$ cat src/chtl_pkg.sv
// Package: shared constants, types and command/status structs for the hash table block.
package chtl_pkg;

  localparam int unsigned TableSize   = 1024;
  localparam int unsigned IdxW        = $clog2(TableSize);
  localparam int unsigned MaxKeyChars = 8;
  localparam int unsigned KeyW        = 64;
  localparam int unsigned LenW        = 4;
  localparam int unsigned HashW       = 64;
  localparam int unsigned MultW       = 32;
  localparam int unsigned CharCntW    = $clog2(MaxKeyChars + 1);

  typedef enum logic [1:0] {
    ST_FOUND    = 2'd0,
    ST_INSERTED = 2'd1,
    ST_ABSENT   = 2'd2,
    ST_FULL     = 2'd3
  } status_e;

  typedef enum logic [0:0] {
    OP_QUERY  = 1'b0,
    OP_INSERT = 1'b1
  } op_e;

  localparam logic [1:0] RegHashMult = 2'd0;

  // Controller to datapath commands.
  typedef struct packed {
    logic clear;       // zero one bucket head, advance clear pointer
    logic load;        // capture request, start hash
    logic hash_step;   // fold in one character (two half products)
    logic hash_half;   // 0: low product, 1: high product and add
    logic head_rd;     // read bucket head
    logic ent_rd;      // read entry at cur
    logic advance;     // cur <= link, tail <= cur
    logic take_head;   // cur <= head read data
    logic do_insert;   // write new entry, make it the bucket head if the chain is empty
    logic set_result;  // latch result
    status_e result_st;
  } chtl_cmd_t;

  // Datapath to controller status.
  typedef struct packed {
    logic clear_done;
    logic hash_done;
    logic cur_zero;
    logic match;
    logic is_insert;
    logic full;
  } chtl_sts_t;

endpackage

$ cat src/chtl_ctrl.sv
// Controller: state machine sequencing hash, chain walk and insert.
module chtl_ctrl
  import chtl_pkg::*;
(
  input  logic      clk_i,
  input  logic      rst_ni,
  input  logic      in_valid_i,
  output logic      in_stall_o,
  output logic      out_valid_o,
  input  logic      out_stall_i,
  input  chtl_sts_t sts_i,
  output chtl_cmd_t cmd_o
);

  typedef enum logic [9:0] {
    S_CLR    = 10'b0000000001,
    S_IDLE   = 10'b0000000010,
    S_HLO    = 10'b0000000100,
    S_HHI    = 10'b0000001000,
    S_HEAD   = 10'b0000010000,
    S_TAKE   = 10'b0000100000,
    S_ERD    = 10'b0001000000,
    S_CMP    = 10'b0010000000,
    S_INS    = 10'b0100000000,
    S_LINK   = 10'b1000000000
  } state_e;

  state_e state_q, state_d;
  logic   out_vld_q, out_vld_d;

  assign in_stall_o  = (state_q != S_IDLE) || out_vld_q;
  assign out_valid_o = out_vld_q;

  always_comb begin
    state_d   = state_q;
    out_vld_d = out_vld_q && out_stall_i;
    cmd_o     = '0;
    cmd_o.result_st = ST_ABSENT;
    case (state_q)
      S_CLR: begin
        // Zero one bucket head per cycle after reset.
        cmd_o.clear = 1'b1;
        if (sts_i.clear_done) state_d = S_IDLE;
      end
      S_IDLE: begin
        if (in_valid_i && !in_stall_o) begin
          cmd_o.load = 1'b1;
          state_d    = S_HLO;
        end
      end
      S_HLO: begin
        if (sts_i.hash_done) begin
          state_d = S_HEAD;
        end else begin
          cmd_o.hash_step = 1'b1;
          state_d = S_HHI;
        end
      end
      S_HHI: begin
        cmd_o.hash_step = 1'b1;
        cmd_o.hash_half = 1'b1;
        state_d = S_HLO;
      end
      S_HEAD: begin
        cmd_o.head_rd = 1'b1;
        state_d = S_TAKE;
      end
      S_TAKE: begin
        cmd_o.take_head = 1'b1;
        state_d = S_ERD;
      end
      S_ERD: begin
        if (sts_i.cur_zero) begin
          // End of chain: answer absent, full or go insert.
          if (!sts_i.is_insert) begin
            cmd_o.set_result = 1'b1;
            cmd_o.result_st  = ST_ABSENT;
            out_vld_d = 1'b1;
            state_d   = S_IDLE;
          end else if (sts_i.full) begin
            cmd_o.set_result = 1'b1;
            cmd_o.result_st  = ST_FULL;
            out_vld_d = 1'b1;
            state_d   = S_IDLE;
          end else begin
            state_d = S_INS;
          end
        end else begin
          cmd_o.ent_rd = 1'b1;
          state_d = S_CMP;
        end
      end
      S_CMP: begin
        if (sts_i.match) begin
          cmd_o.set_result = 1'b1;
          cmd_o.result_st  = ST_FOUND;
          out_vld_d = 1'b1;
          state_d   = S_IDLE;
        end else begin
          cmd_o.advance = 1'b1;
          state_d = S_ERD;
        end
      end
      S_INS: begin
        cmd_o.do_insert = 1'b1;
        state_d = S_LINK;
      end
      S_LINK: begin
        // used_q now holds the new index; link tail and report.
        cmd_o.set_result = 1'b1;
        cmd_o.result_st  = ST_INSERTED;
        out_vld_d = 1'b1;
        state_d   = S_IDLE;
      end
      default: state_d = S_IDLE;
    endcase
  end

  always_ff @(posedge clk_i or negedge rst_ni) begin
    if (!rst_ni) begin
      state_q   <= S_CLR;
      out_vld_q <= 1'b0;
    end else begin
      state_q   <= state_d;
      out_vld_q <= out_vld_d;
    end
  end

endmodule

$ cat config.mk
export PLATFORM = sky130hd
export DESIGN_NAME = chtl_ctrl
export DESIGN_NICKNAME = d
export VERILOG_FILES = /design/src/chtl_pkg.sv /design/src/chtl_ctrl.sv
export SDC_FILE = /design/constraint.sdc
export NUM_CORES = 1
export LEC_CHECK = 0
export ABC_AREA = 1
export BUFFER_PORTS_ARGS = -buffer_cell sky130_fd_sc_hd__buf_2
export CORE_MARGIN = 1
export CORE_UTILIZATION = 51
export CTS_BUF_LIST = sky130_fd_sc_hd__clkbuf_8 sky130_fd_sc_hd__clkbuf_16
export CTS_CLUSTER_DIAMETER = 120
export DETAILED_ROUTE_END_ITERATION = 8
export PLACE_DENSITY = 0.81
export SLEW_MARGIN = 10
export SYNTH_ARGS = -nofsm -noshare
export SYNTH_HDL_FRONTEND = slang
export SYNTH_SLANG_ARGS = --single-unit
$ cat constraint.sdc
create_clock -name clk_i -period 3.2 [get_ports clk_i]
set_clock_uncertainty 0.2 [all_clocks]
set_input_delay 0.16 -clock clk_i [delete_from_list [all_inputs] [get_ports clk_i]]
set_output_delay 0.16 -clock clk_i [all_outputs]
set_load 0.005 [all_outputs]
# [Word-level counts from Yosys, hierarchy flattened]
# Index checks and enable logic that the tools add are counted.
[totals] reg_bits=11 latch_bits=0 ramBits=0 rom_bits=0 inputBits=10 out_inout_bits=14 word_cells=51 n_memories=0
[classes] add_sub_neg=0 multipliers=0 n_div=0 magnitude_cmp=0 eq_ne=13 shift=0 muxes=31 bitwise_logic=0 reduce_logical=5
[ops] op="$pmux W10 S9" n=1
[ops] op="$mux W9" n=3
[ops] op="$mux W10" n=2
[ops] op="$mux W1" n=16
[ops] op="$mux W3" n=4
[ops] op="$eq A10 B1 Y1 const B" n=1
[ops] op="$eq A10 B10 Y1 const B" n=1
[ops] op="$eq A10 B2 Y1 const B" n=1
[ops] op="$eq A10 B3 Y1 const B" n=1
[ops] op="$eq A10 B4 Y1 const B" n=1
[ops] op="$eq A10 B5 Y1 const B" n=1
[ops] op="$eq A10 B6 Y1 const B" n=1
[ops] op="$eq A10 B7 Y1 const B" n=1
[ops] op="$eq A10 B8 Y1 const B" n=1
[ops] op="$eq A10 B9 Y1 const B" n=1
[ops] op="$ne A10 B2 Y1 const B" n=1
[ops] op="$pmux W3 S3" n=1
[ops] op="$mux W7" n=1
[ops] op="$mux W5" n=1
[ops] op="$ne A2 B2 Y1 const B" n=2
[ops] op="$pmux W1 S3" n=1
[ops] op="$logic_and A1 B1 Y1" n=2
[ops] op="$pmux W1 S2" n=1
[ops] op="$reduce_and A2 Y1" n=1
[ops] op="2 further kinds" n=2

# [Depth between registers and ports, before layout]
[logic_depth] depth_word=6 ltp_mapped=10

# [Worst setup path before layout]
# No wires, ideal clock.
[synth_path] path_type="reg2out" from="reg state_q[3]" to="out cmd_o[10] (netlist bit)" arrival_ns=1.171 path_slack_ns=1.669 stages_incl_launch_ff=7 path_buffers=0 path_cell_list="dfrtp_1 -> nor2_2 -> nand2_2 -> nor2_4 -> nand2_1 -> or2_2 -> nor2_1"
[synth_rtl] item="start, declared" line="chtl_ctrl.sv:28" text="state_e state_q, state_d;"
[synth_rtl] item="start signal, assigned" line="chtl_ctrl.sv:124" text="state_q <= state_d;"
[synth_rtl] item="end, declared" line="chtl_ctrl.sv:12" text="output chtl_cmd_t cmd_o"

==> summary.md <==
| Metric | Value |
|---|---|
| Wirelength per Cell | `11.2 µm` |
| Clock power share | `24.5%` |
| Tot GR Track Use | `between 20% and 30%` |
| Share of cells above drive strength 1 | `a little over a quarter` |
| Area Overhead vs Synth | `37.9%` |
| Startpoint Class | `register` |
| Post-synthesis mux area share | `0%` |
| # DRC | `0` |
| Row Count | `12` |
| Syn avg cell area | `around 6.7 µm²` |
| Flops & latches, synth | `11` |
| Initial core utilization | `between 50% and 60%` |
| Die Area | `approximately 1500 µm²` |
| Clock transition at the registers of the reported paths | `around 0.050 ns` |
| Synth Area in Simple Gates | `43.8%` |
| FF-to-FF End | `state_q[1]$_DFFE_PN0P_` |
| Fin nets | `148` |
| H-Tree Depth | `1` |
| Root buffer cell | `clkbuf_8` |
| Final Routed Wirelength | `1690 µm` |
| GPL Wtd Cong | `between 0.7 and 0.8` |
| Fin. max-slew vios | `0` |
| Post-synth cell types | `16` |
| XOR/XNOR share of the synthesized area | `0%` |
| Final cell count without fillers | `151` |
| DR vias | `about 730` |
| CP Capture Type | `primary output` |
| RSZ-0062 raised after global routing | `no` |
| Post-Syn Area | `679 µm²` |
| Commonest non-fill, non-tap cells in the layout | `nand2_1, inv_1, buf_2, nor2_1, dfrtp_1` |
| Post-synthesis adder-cell area fraction | `0%` |
| CTS Buf Count | `3` |
| Largest family of logic cells by synthesized area | `simple AND/OR/NAND/NOR gates` |
| CTS Buffer Depth | `2` |
| Switching power | `0.222 mW` |
| Sw Share | `39.6%` |
| Minimum clock period | `1.95 ns` |
| Final Setup Violations | `0` |
| Max Cap Viol | `0` |
| Worst Path Required | `2.84 ns` |
| Delay-heaviest family, CP | `simple AND/OR/NAND/NOR gates` |
| Initial antenna violation count | `0` |
| Die height | `38.5 µm` |
| Port Buf Inserts | `23` |
| Pleak | `0.638 nW` |
| Setup crit end | `cmd_o[1]` |
| Fin Setup TNS | `0 ns` |
| Comb power frac | `44.5%` |
| Post-CTS resize count | `0` |
| Worst reg2reg setup slack | `1.55 ns` |
| Crit. path cell count | `7` |
| FF-to-FF path depth | `10` |
| Slowest CP cell | `dfrtp_1` |
| Most common cell after layout, fill and taps aside | `nand2_1` |
| Fmax | `0.512 GHz` |
| Final hold violation count | `0` |
| Synth Net Count | `approximately 110` |
| Total gr overflow | `0` |
| Clock Latency Late Sink | `between 0.2 and 0.25 ns` |
| Setup CP Type | `reg2out` |
| Vias in the first global route | `691` |
| HPWL after detailed placement | `1240 µm` |
| YS warnings | `0` |
| Drt first pass iters | `4` |
| CP Buf/Inv Count | `1` |
| Synth Instances | `102` |
| CP peak stage delay | `0.40 ns` |
| Int Pwr | `0.338 mW` |
| Worst Hold Slack | `0.123 ns` |
| # diodes | `0` |
| Die Wd | `38.5 µm` |
| Peak supply drop | `0.371 mV` |
| Reg2Reg Launch Point | `state_q[4]$_DFFE_PN0P_` |
| Largest net degree at the start of global routing | `12` |
| Slew @ Worst Pin | `0.270 ns` |
| TritonCTS clock tree | `yes` |
| Cell breakdown of the critical path | `nor2_2 > nand2_1 > nor2_1 > nand3_1 > nand2_1 > nand3b_1 > buf_2` |
| Status | `completed` |
| First-pass GRT wire length | `2770 µm` |
| Placed instance area | `812 µm²` |
| Sink Count | `11` |
| Worst path most repeated cell | `nand2_1` |
| Antenna viol nets, final | `0` |
| Via density | `around 4.8` |
| Max-Slew Margin vs Limit | `82.0%` |
| Initial DRC Count | `14` |
| CP startpoint | `state_q[3]$_DFFE_PN0P_` |
| Design Area, Final | `937 µm²` |
| Hold WC Path Type | `in2async` |
| Sequential power share | `31.0%` |
| Placed Cells | `139` |
| Crit share post-route | `61.1%` |
| Complex-gate fraction of the synthesized area | `3.31%` |
| Register area share after synthesis | `40.7%` |
| Core area | `approximately 1200 µm²` |
| Worst-path maximum fanout | `4` |
| Cell Pwr Density | `597 nW/µm²` |
| Critical Path AT | `approximately 1.6 ns` |
| Number of top-level pins | `24` |
## power by group through the flow
stage          sequential [mW]  combinational, mW  clock [mW]
3_3_place_gp             0.175              0.224           0
6_report                 0.173              0.249       0.137
3_5_place_dp             0.175              0.237           0
2_1_floorplan            0.172              0.176           0
4_1_cts                  0.173              0.249       0.136
5_1_grt                  0.175              0.282       0.145
## area by class of cell
type                       instances  area [µm²]
clock buffer                       3        41.3
clock inverter                     1        3.75
fill                              90         234
inverter                          22        82.6
multi-input combinational         69         320
sequential                        11         277
tap                               14        17.5
timing repair buffer              31         195
## per-stage QoR
| step | util [%] | worst slack (ns) | power, mW |
|---|---|---|---|
| after floorplan | - | 1.67 | 0.348 |
| after global placement | 69.3 | 1.58 | 0.399 |
| after detailed placement | 69.3 | 1.52 | 0.413 |
| after CTS | 80.0 | 1.27 | 0.558 |
| after global routing | 80.0 | 1.12 | 0.603 |
| final | 80.0 | 1.25 | 0.560 |
## state kept, by name, summed over array words and instances, names as in the netlist
name / cells
state_q: 10
out_valid_o: 1
## synth_stat cells
| cell | instances | area share (%) |
|---|---|---|
| nand3b_1 | 1 | 1.1 |
| o21ai_0 | 3 | 2.2 |
| nand3_2 | 1 | 1.5 |
| or2_4 | 1 | 1.3 |
| dfstp_2 | 1 | 3.9 |
| nor2_2 | 3 | 2.8 |
| nand2_2 | 2 | 1.8 |
| inv_1 | 22 | 12 |
| nand4_1 | 1 | 0.92 |
| nor2_4 | 2 | 3.3 |
| nor2_1 | 21 | 12 |
| dfrtp_1 | 10 | 37 |
| or2_2 | 1 | 0.92 |
| nand2_1 | 27 | 15 |
| nand3_1 | 5 | 3.7 |
| o211ai_1 | 1 | 1.1 |
## worst register-to-register path, delay by kind of cell (launching register included)
family / cells / cell delay [ns]
DFF: 1 / 0.40
and+or+nand+nor: 10 / 0.92
## layer usage
layer,track usage (%),part of all wire [%]
met5,0,0
met4,15.5,3.5
met3,6.98,4.7
met2,48.3,48
met1,32.5,44
## repair_timing
item | in CTS | in global routing
buffers inserted | 0 | 0
hold buffers | 8 | 0
endpoints found under the hold margin | 18 | 0
## how the worst min path moves through the flow
stage	startpoint	to	slack [ns]
2_1_floorplan	rst_ni	out_valid_o$_DFF_PN0_	-0.34
3_3_place_gp	rst_ni	state_q[5]$_DFFE_PN0P_	-0.16
3_5_place_dp	rst_ni	state_q[5]$_DFFE_PN0P_	-0.16
4_1_cts	rst_ni	state_q[5]$_DFFE_PN0P_	0.13
5_1_grt	rst_ni	state_q[9]$_DFFE_PN0P_	0.16
6_report	rst_ni	state_q[5]$_DFFE_PN0P_	0.12
## cell families after synthesis
logic type / Yosys count
DFF: 11
AOI/OAI and AO/OA: 4
and+or+nand+nor: 65
buffers and inverters: 22
(Power assumes the default switching activity.)
